## src/rtl/qau_pkg.sv

```systemverilog
// Shared types, codes and constants of the quaternion arithmetic unit.
`timescale 1ns / 1ps
`default_nettype none
package qau_pkg;

    typedef enum logic [2:0] {
        OP_ADD   = 3'd0,
        OP_SUB   = 3'd1,
        OP_MUL   = 3'd2,
        OP_DIV   = 3'd3,
        OP_SCALE = 3'd4,
        OP_CMP   = 3'd5
    } opcode_t;

    localparam logic [1:0] ST_OK       = 2'd0;
    localparam logic [1:0] ST_DIV_ZERO = 2'd1;
    localparam logic [1:0] ST_OVERFLOW = 2'd2;

    localparam int LANES    = 4;
    localparam int ACC_BITS = 66;   // signed sum of four 64-bit products
    localparam int NRM_BITS = 65;   // sum of four squares
    localparam int REM_BITS = 66;   // divider partial remainder
    localparam int QUO_BITS = 33;   // quotient bits kept, one per divider step

    localparam logic [31:0] SAT_MAX = 32'h7FFF_FFFF;
    localparam logic [31:0] SAT_MIN = 32'h8000_0000;
    localparam logic signed [ACC_BITS-1:0] ACC_MAX = 66'sd2147483647;
    localparam logic signed [ACC_BITS-1:0] ACC_MIN = -66'sd2147483648;

    // Hamilton product: row k, term t is left[t] * right[k ^ t]; set bit = subtract
    localparam logic [3:0][3:0] HAM_NEG = {4'b0100, 4'b0010, 4'b1000, 4'b1110};

    typedef struct packed {
        logic [2:0]         operation;
        logic signed [31:0] left_w;
        logic signed [31:0] left_x;
        logic signed [31:0] left_y;
        logic signed [31:0] left_z;
        logic signed [31:0] right_w;
        logic signed [31:0] right_x;
        logic signed [31:0] right_y;
        logic signed [31:0] right_z;
        logic signed [31:0] scale_factor;
    } in_t;

    typedef struct packed {
        logic signed [31:0] result_w;
        logic signed [31:0] result_x;
        logic signed [31:0] result_y;
        logic signed [31:0] result_z;
        logic               is_equal;
        logic [1:0]         status;
    } out_t;

    // One word in flight through the divider chain
    typedef struct packed {
        opcode_t                          op;
        logic                             eq;
        logic                             dz;
        logic                             ovf;
        logic [LANES-1:0]                 neg;
        logic [LANES-1:0]                 big;
        logic [NRM_BITS-1:0]              den;
        logic [LANES-1:0][REM_BITS-1:0]   rem;
        logic [LANES-1:0][QUO_BITS-1:0]   lq;
        logic [LANES-1:0][31:0]           res;
    } div_pkt_t;

    // {overflow, clamped value}
    function automatic logic [32:0] sat32(input logic signed [ACC_BITS-1:0] v);
        logic [32:0] r;
        if (v > ACC_MAX) begin
            r = {1'b1, SAT_MAX};
        end else if (v < ACC_MIN) begin
            r = {1'b1, SAT_MIN};
        end else begin
            r = {1'b0, v[31:0]};
        end
        return r;
    endfunction

endpackage
`default_nettype wire

```

## src/rtl/qau_div_step.sv

```systemverilog
// One registered restoring-division step for all four lanes.
`timescale 1ns / 1ps
`default_nettype none
module qau_div_step (
    input  logic               clk,
    input  logic               rst_n,
    input  logic               up_valid,
    output logic               up_ready,
    input  qau_pkg::div_pkt_t  up,
    output logic               dn_valid,
    input  logic               dn_ready,
    output qau_pkg::div_pkt_t  dn
);
    import qau_pkg::*;

    logic     valid_reg;
    div_pkt_t pkt_reg;
    div_pkt_t pkt_next;

    assign up_ready = !valid_reg || dn_ready;
    assign dn_valid = valid_reg;
    assign dn       = pkt_reg;

    always_comb
    begin
        logic [REM_BITS-1:0] sh;
        logic [REM_BITS-1:0] dd;
        logic                qb;
        pkt_next = up;
        dd = {1'b0, up.den};
        for (int k = 0; k < LANES; k++)
        begin
            sh = {up.rem[k][REM_BITS-2:0], up.lq[k][QUO_BITS-1]};
            qb = (sh >= dd);
            pkt_next.rem[k] = qb ? sh - dd : sh;
            pkt_next.lq[k]  = {up.lq[k][QUO_BITS-2:0], qb};
        end
    end

    always_ff @(posedge clk or negedge rst_n)
    begin
        if (!rst_n)
        begin
            valid_reg <= 1'b0;
        end
        else if (up_ready)
        begin
            valid_reg <= up_valid;
        end
    end

    always_ff @(posedge clk)
    begin
        if (up_ready)
        begin
            pkt_reg <= pkt_next;
        end
    end

endmodule
`default_nettype wire

```

## config.mk

```make
export PLATFORM = sky130hd
export DESIGN_NAME = qau_div_step
export DESIGN_NICKNAME = d
export VERILOG_FILES = /design/src/rtl/qau_pkg.sv /design/src/rtl/qau_div_step.sv
export SDC_FILE = /design/constraint.sdc
export NUM_CORES = 1
export LEC_CHECK = 0
export BUFFER_PORTS_ARGS = -buffer_cell sky130_fd_sc_hd__buf_2
export CAP_MARGIN = 20
export CORE_AREA = 2 2 468 470
export CTS_CLUSTER_DIAMETER = 120
export DETAILED_ROUTE_END_ITERATION = 8
export DIE_AREA = 0 0 470 472
export GPL_TIMING_DRIVEN = 0
export SETUP_SLACK_MARGIN = 0.4
export SYNTH_ARGS = -nofsm -noshare
export SYNTH_HDL_FRONTEND = slang
export SYNTH_SLANG_ARGS = --single-unit
```

## constraint.sdc

```tcl
create_clock -name clk -period 114.7 [get_ports clk]
set_input_delay 34.41 -clock clk [delete_from_list [all_inputs] [get_ports clk]]
set_output_delay 34.41 -clock clk [all_outputs]
set_load 0.1 [all_outputs]
```

==> summary.md, run 1 <==
| Metric | Value |
|---|---|
| Status | `finished, final reports clean` |
| Total of max-cap violations | `0` |
| Syn_area_per_cell | `between 10 and 15 sq um` |
| Worst flop-to-flop path endpoint | `dn[272]` |
| Highest routed layer | `met5` |
| Worst skew pair latency | `0.71 ns` |
| Via count | `36.6k` |
| Required @ worst endpoint | `between 80 and 90 ns` |
| Setup TNS | `0 ns` |
| Fin. Hold Viols | `0` |
| RSZ-0062 raised after global routing | `no` |
| Slew headroom | `28.8%` |
| Worst hold path type | `reg -> reg` |
| DRC viols | `0` |
| Power Internal | `513 uW` |
| Met2 wire length | `136 mm` |
| Num ports | `1212` |
| Peak VDD IR | `0.0110 mV` |
| Global route total overflow | `0` |
| Library cells used by synthesis | `85` |
| Die X-Extent | `470 um` |
| Pwr per Cell Area | `~19 mW/mm^2` |
| Area Overhead vs Synth | `35.3%` |
| Fin worst setup slack | `43.44 ns` |
| TritonCTS clock tree | `built` |
| Initial core utilization | `between 10% and 20%` |
| Post-synth EDFFs | `603` |
| Post-place instance area | `0.0469 sq mm` |
| Fmax | `0.0140 GHz` |
| Fin area | `0.0500 sq mm` |
| Largest net degree at the start of global routing | `74` |
| Switch share | `46.6%` |
| Final GP Congestion | `0.944` |
| Syn nets | `4512` |
| Leakage | `0.0207 uW` |
| Worst Hold End | `dn[133]` |
| Synth top cells by count | `603 x edfxtp_1, 504 x a21oi_1, 355 x nor2_1` |
| Buffers on Ports | `1207` |
| Met3 wire length | `15.8 mm` |
| Slew Limit Fails | `0` |
| Pre-CTS setup slack | `43.38 ns` |
| Via count of the first global-routing pass | `between 30k and 40k` |
| Synth top area share | `49.0%` |
| Async SR Flop Fraction | `0.166%` |
| Clock share of power | `29.2%` |
| Logic pwr share | `40.8%` |
| Final Skew | `about 0.032 ns` |
| DP Wirelength | `224 mm` |
| Iter 0 DRT Violations | `2741` |
| Hold-fix buffers, CTS | `0` |
| Reg2Reg Depth | `5` |
| Post-route clock period utilization | `62.1%` |
| Num rows | `171` |
| CTS Sinks | `roughly 600` |
| Critical Path Source Type | `input pin` |
| Per-cell routed wire length | `32.1 um` |
| Final #Nets | `5821` |
| Initial antenna violation count | `245` |
| Netlist Area Pre-Place | `between 0.03 and 0.04 sq mm` |
| Die area | `between 0.2 and 0.25 sq mm` |
| Crit Path Class | `in -> out` |
| Mapped Cells | `approximately 3.6k` |
| Hold path cells | `1` |
| Wl on met1 | `87.0 mm` |
| Post-synthesis register bit count | `604` |
| Crit. End Element | `output pin` |
| DIE HEIGHT | `472 um` |
| Hold path startpoint | `dn_valid` |
| Hold WS | `1.01 ns` |
| Setup-failing EPs final | `0` |
| CP max FO | `61` |
| Global Route Usage Sum | `22.1%` |
| Antenna Nets Post-Route | `0` |
| WL final | `255 mm` |
| R2r setup slk | `112.03 ns` |
| PostCTS Resize Cnt | `0` |
| Cell taking the most area after synthesis | `edfxtp_1` |
| Vias per cell | `4.59` |
| Core Footprint | `0.217 sq mm` |
| Share of cells above drive strength 1 | `29.8%` |
| Count leader, synth | `edfxtp_1` |
| Sequential area share after synthesis | `49.1%` |
| CTS max path bufs | `3` |
| Reg-to-reg startpoint | `dn_valid` |
| NetSw | `447 uW` |
| Sequential Power Share | `30.0%` |
| Post-CTS Setup Inserts | `0` |
| Worst Max-Slew Pin Slew | `1.06 ns` |
| Core Util, Final | `between 20% and 30%` |
| Clock-pin transition on the worst setup and hold timing paths | `0.06 ns` |
| Top_reg_cell synth | `edfxtp_1` |
| H-tree levels | `3` |
| Main area contributors after synthesis | `edfxtp_1 49%, ha_1 8.8%, a21oi_1 6.8%, nor2_1 3.6%, xnor2_1 3.6%` |
| Yosys synthesis warning count | `0` |
| Global-route wire length before repair | `327 mm` |
| Root Driver | `clkbuf_16` |
| Fin crit period | `71.26 ns` |
| CTS Buf Count | `87` |
| Worst Path Arrival | `36.85 ns` |
| Drt pass-1 iters | `6` |
-- cell type report --
class / count / area (sq um)
fillers: 23600 / 167000
flip-flops and latches: 604 / 18100
multi-input cells: 2719 / 17600
repair buffers: 1220 / 6340
well taps: 2854 / 3570
clock buffers: 94 / 2200
plain buffers: 159 / 711
clock inverters: 65 / 683
inverters: 159 / 602
diodes: 88 / 220
-- metrics by stage --
step	cells	total power, uW
final	7962	960
after global routing	7919	995
after CTS	7874	972
after detailed placement	7715	685
after global placement	7702	699
after floorplan	3641	584
-- power groups by stage --
| stage | sequential [uW] | combinational (uW) | clock, uW |
|---|---|---|---|
| 2_1_floorplan | 486 | 98.6 | 0 |
| 3_3_place_gp | 308 | 390 | 0 |
| 3_5_place_dp | 293 | 392 | 0 |
| 4_1_cts | 289 | 393 | 291 |
| 5_1_grt | 290 | 408 | 297 |
| 6_report | 288 | 391 | 280 |
-- per-layer routing --
| metal | up-vias | GRT usage (%) |
|---|---|---|
| li1 | 16300 | - |
| met1 | 17700 | 21.9 |
| met2 | 1794 | 42.0 |
| met3 | 688 | 5.14 |
| met4 | 56 | 12.2 |
| met5 | - | 0 |
-- critical path: stages --
cell	delay, ns
buf_2	0.08
nand2b_4	0.38
buf_16	0.35
buf_16	0.32
buf_16	0.30
buf_16	0.31
buf_2	0.50
-- kinds of logic (layout without fill, tap and decap cells) --
group                      Yosys count  in the layout  synth area share [%]
xor gates and xnor gates           241            241                  5.71
DFF                                604            604                  49.1
other                                0             88                     0
buffers and inverters              318           1697                  3.55
and+or+nand+nor                   1001           1001                  12.3
AOI/OAI and AO/OA                 1168           1168                  19.0
adders and majority gates          264            264                  9.02
muxes                               45             45                  1.35
-- how the worst max path moves through the flow --
stage	slack, ns	to	cells past startpoint	start
after floorplan	30.81	up_ready	1	dn_ready
after global placement	20.55	up_ready	3	dn_ready
after detailed placement	43.38	up_ready	7	dn_ready
after CTS	43.37	up_ready	7	dn_ready
after global routing	43.27	up_ready	7	dn_ready
final	43.44	up_ready	7	dn_ready
-- sequential cells by signal, indices dropped and copies added (netlist names) --
name	cells
dn	603
dn_valid	1
-- placed cells by master, fill, tap and decap left out, drive strengths merged, types with 34 or more instances in the layout --
cell type / n
buf: 1274
edfxtp: 603
a21oi: 514
nor2: 355
nand2: 323
o21ai: 265
ha: 260
clkbuf: 199
inv: 169
xnor2: 150
a21o: 100
nand4: 96
xor2: 91
diode: 88
o21bai: 71
nor3: 45
mux2: 40
clkinv: 40
nand3: 34
No activity file was read; power rests on OpenSTA's default activity.
==> run 2: changes to the inputs <==
--- a/config.mk
+++ b/config.mk
@@ -7,10 +7,10 @@
 export LEC_CHECK = 0
 export BUFFER_PORTS_ARGS = -buffer_cell sky130_fd_sc_hd__buf_2
 export CAP_MARGIN = 20
-export CORE_AREA = 2 2 468 470
+export CORE_AREA = 2 2 467 469
 export CTS_CLUSTER_DIAMETER = 120
 export DETAILED_ROUTE_END_ITERATION = 8
-export DIE_AREA = 0 0 470 472
+export DIE_AREA = 0 0 469 471
 export GPL_TIMING_DRIVEN = 0
 export SETUP_SLACK_MARGIN = 0.4
 export SYNTH_ARGS = -nofsm -noshare
==> constraint.sdc (replaced) <==
create_clock -name clk -period 60.1 [get_ports clk]
set_input_delay 18.03 -clock clk [delete_from_list [all_inputs] [get_ports clk]]
set_output_delay 18.03 -clock clk [all_outputs]
set_load 0.1 [all_outputs]
==> run 2 against run 1 <==
  * Critical path depth is 1 lower
  * Utilization is 0.053 points lower
  * Power is 88% higher
  * Global-route usage is 0.51 points higher
  * Sequential cell count stayed put
  * Die area is 0.42% lower
  * Clock power is 80% higher
  * Clock-buffer cell count is 5 higher
  * First-iteration DRC count is 0.55% lower
  * Combinational power is 92% higher
  * Register-to-register slack worse by 55 ns
  * Sequential share of layout area is 0.16 points higher
  * Critical endpoint unchanged
  * Highest routed layer unchanged
==> summary.md, run 2 (same netlist as run 1, synthesis figures left out) <==
| Metric | Value |
|---|---|
| Worst hold path type | `reg -> reg (unchanged)` |
| Core Footprint | `0.216 sq mm (was 0.217 sq mm)` |
| Area of the multi-input gates | `0.0176 sq mm (unchanged)` |
| Most common cell after layout, fill and taps aside | `buf_2 (unchanged)` |
| Fin. Hold Viols | `0 (unchanged)` |
| Per-cell routed wire length | `32.8 um (was 32.1 um)` |
| Antenna Nets Post-Route | `0 (unchanged)` |
| DRC viols | `0 (unchanged)` |
| Core Util, Final | `23.0% (was 23.1%)` |
| # fillers | `23.6k (about the same)` |
| DIE HEIGHT | `471 um (was 472 um)` |
| Final Skew | `0.0408 ns (was 0.0319 ns)` |
| Leakage | `0.0206 uW (was 0.0207 uW)` |
| Vias per cell | `4.62 (was 4.59)` |
| Drt pass-1 iters | `6 (unchanged)` |
| Post-place instance area | `0.0469 sq mm (about the same)` |
| Crit Path Class | `in -> out (unchanged)` |
| Hold WS | `1.10 ns (was 1.01 ns)` |
| FF+latch area | `0.0181 sq mm (unchanged)` |
| Clock-pin transition on the worst setup and hold timing paths | `0.06 ns (about the same)` |
| Num ports | `1212 (unchanged)` |
| Status | `finished, final reports clean (unchanged)` |
| Worst flop-to-flop path endpoint | `dn[577] (was dn[272])` |
| Slowest stage delay, CP | `0.56 ns (was 0.50 ns)` |
| Die area | `0.221 sq mm (was 0.222 sq mm)` |
| Buffers on Ports | `1207 (unchanged)` |
| Initial core utilization | `17.1% (about the same)` |
| Largest net degree at the start of global routing | `69 (was 74)` |
| Via count of the first global-routing pass | `35.2k (about the same)` |
| CTS Sinks | `604 (unchanged)` |
| R2r setup slk | `57.35 ns (was 112.03 ns)` |
| Initial antenna violation count | `257 (was 245)` |
| Most frequent cells in the layout | `1247 x buf_2, 603 x edfxtp_1, 504 x a21oi_1, 355 x nor2_1, 321 x nand2_1 (unchanged)` |
| Area Overhead vs Synth | `34.7% (was 35.3%)` |
| Hold path startpoint | `dn_valid (unchanged)` |
| CTS Buf Count | `82 (was 87)` |
| Worst skew pair latency | `0.73 ns (was 0.71 ns)` |
| Global route total overflow | `0 (unchanged)` |
| PostCTS Resize Cnt | `0 (unchanged)` |
| Post-route clock period utilization | `63.9%` |
| Final GP Congestion | `0.936 (was 0.944)` |
| Setup-failing EPs final | `0 (unchanged)` |
| Worst Hold End | `dn[112] (was dn[133])` |
| Setup TNS | `0 ns (unchanged)` |
| Largest register FFs | `603 (unchanged)` |
| Crit-path cells | `buf_2, nand2b_4, buf_16, buf_16, buf_16, buf_2 (was buf_2, nand2b_4, buf_16, buf_16, buf_16, buf_16, buf_2)` |
| Fin worst setup slack | `21.68 ns (was 43.44 ns)` |
| Total of max-cap violations | `0 (unchanged)` |
| Worst Max-Slew Pin Slew | `1.04 ns (was 1.06 ns)` |
| Fin crit period | `38.42 ns` |
| Top cell family by delay on the critical path | `buffers and inverters (unchanged)` |
| DP Wirelength | `228 mm (was 224 mm)` |
| Pre-CTS setup slack | `21.61 ns (was 43.38 ns)` |
| Final #Nets | `5817 (was 5821)` |
| Slew Limit Fails | `0 (unchanged)` |
| Fin area | `0.0498 sq mm (was 0.0500 sq mm)` |
| Hold path cells | `1 (unchanged)` |
| TritonCTS clock tree | `built (unchanged)` |
| Post-CTS Setup Inserts | `0 (unchanged)` |
| Via count | `36.7k (was 36.6k)` |
| Global-route wire length before repair | `329 mm (was 327 mm)` |
| Die X-Extent | `469 um (was 470 um)` |
| Crit. End Element | `output pin (unchanged)` |
| Peak VDD IR | `0.0239 mV (was 0.0110 mV)` |
| Global Route Usage Sum | `22.6% (was 22.1%)` |
| Hold-fix buffers, CTS | `0 (unchanged)` |
| Pwr per Cell Area | `36.3 mW/mm^2 (was 19.2 mW/mm^2)` |
| Share of cells above drive strength 1 | `29.6% (was 29.8%)` |
| H-tree levels | `3 (unchanged)` |
| Slew headroom | `29.9% (was 28.8%)` |
| Iter 0 DRT Violations | `2726 (was 2741)` |
| WP buf/inv | `5 (was 6)` |
| Reg-to-reg startpoint | `dn_valid (unchanged)` |
| Num rows | `171 (unchanged)` |
| Critical Path Source Type | `input pin (unchanged)` |
| RSZ-0062 raised after global routing | `no (unchanged)` |
| CP dominant cell by count | `buf_16 (unchanged)` |
| Crit-path slowest cell | `nand2b_4 (was buf_2)` |
| CTS max path bufs | `3 (unchanged)` |
| Worst Path Arrival | `20.39 ns (was 36.85 ns)` |
| Fmax | `0.0260 GHz` |
| CP max FO | `64 (was 61)` |
| WL final | `261 mm (was 255 mm)` |
| Required @ worst endpoint | `42.07 ns (was 80.29 ns)` |
| Reg2Reg Depth | `5 (unchanged)` |
| Root Driver | `clkbuf_16 (unchanged)` |
run 2: area by class of cell:
type / count / share of cell area, %
flip-flops and latches: 604 / 36.4
multi-input cells: 2719 / 35.2
repair buffers: 1221 / 12.8
well taps: 2854 / 7.17
clock buffers: 99 / 4.33
plain buffers: 159 / 1.43
inverters: 159 / 1.21
clock inverters: 52 / 1.09
diodes: 73 / 0.367
run 2: through the flow:
step	power, uW	instances
finish	1810	7940
global route	1870	7915
CTS	1830	7867
detailed placement	1310	7716
global placement	1340	7702
floorplan	1110	3641
run 2: worst max path at each step:
stage | depth (start not counted) | start | to | slack, ns
3_3_place_gp | 3 | dn_ready | up_ready | -1.18
2_1_floorplan | 1 | dn_ready | up_ready | 8.97
4_1_cts | 6 | dn_ready | up_ready | 21.62
6_report | 6 | dn_ready | up_ready | 21.68
5_1_grt | 6 | dn_ready | up_ready | 21.52
3_5_place_dp | 6 | dn_ready | up_ready | 21.61
run 2: power by group:
| group | leakage [uW] | internal (uW) | switching, uW | total (uW) |
|---|---|---|---|---|
| registers | 0.00606 | 529 | 22.4 | 551 |
| clock network | 0.00129 | 285 | 219 | 505 |
| logic | 0.0133 | 139 | 612 | 751 |
| total | 0.0206 | 953 | 853 | 1810 |
run 2: routing by layer:
layer  vias to the layer above  routed length, um  global-route usage [%]
li1                      16300                  -                       -
met1                     17800              86400                    21.9
met2                      1888             137000                    42.4
met3                       705              17700                    5.51
met4                        50              18900                    14.1
met5                         -                329                       0
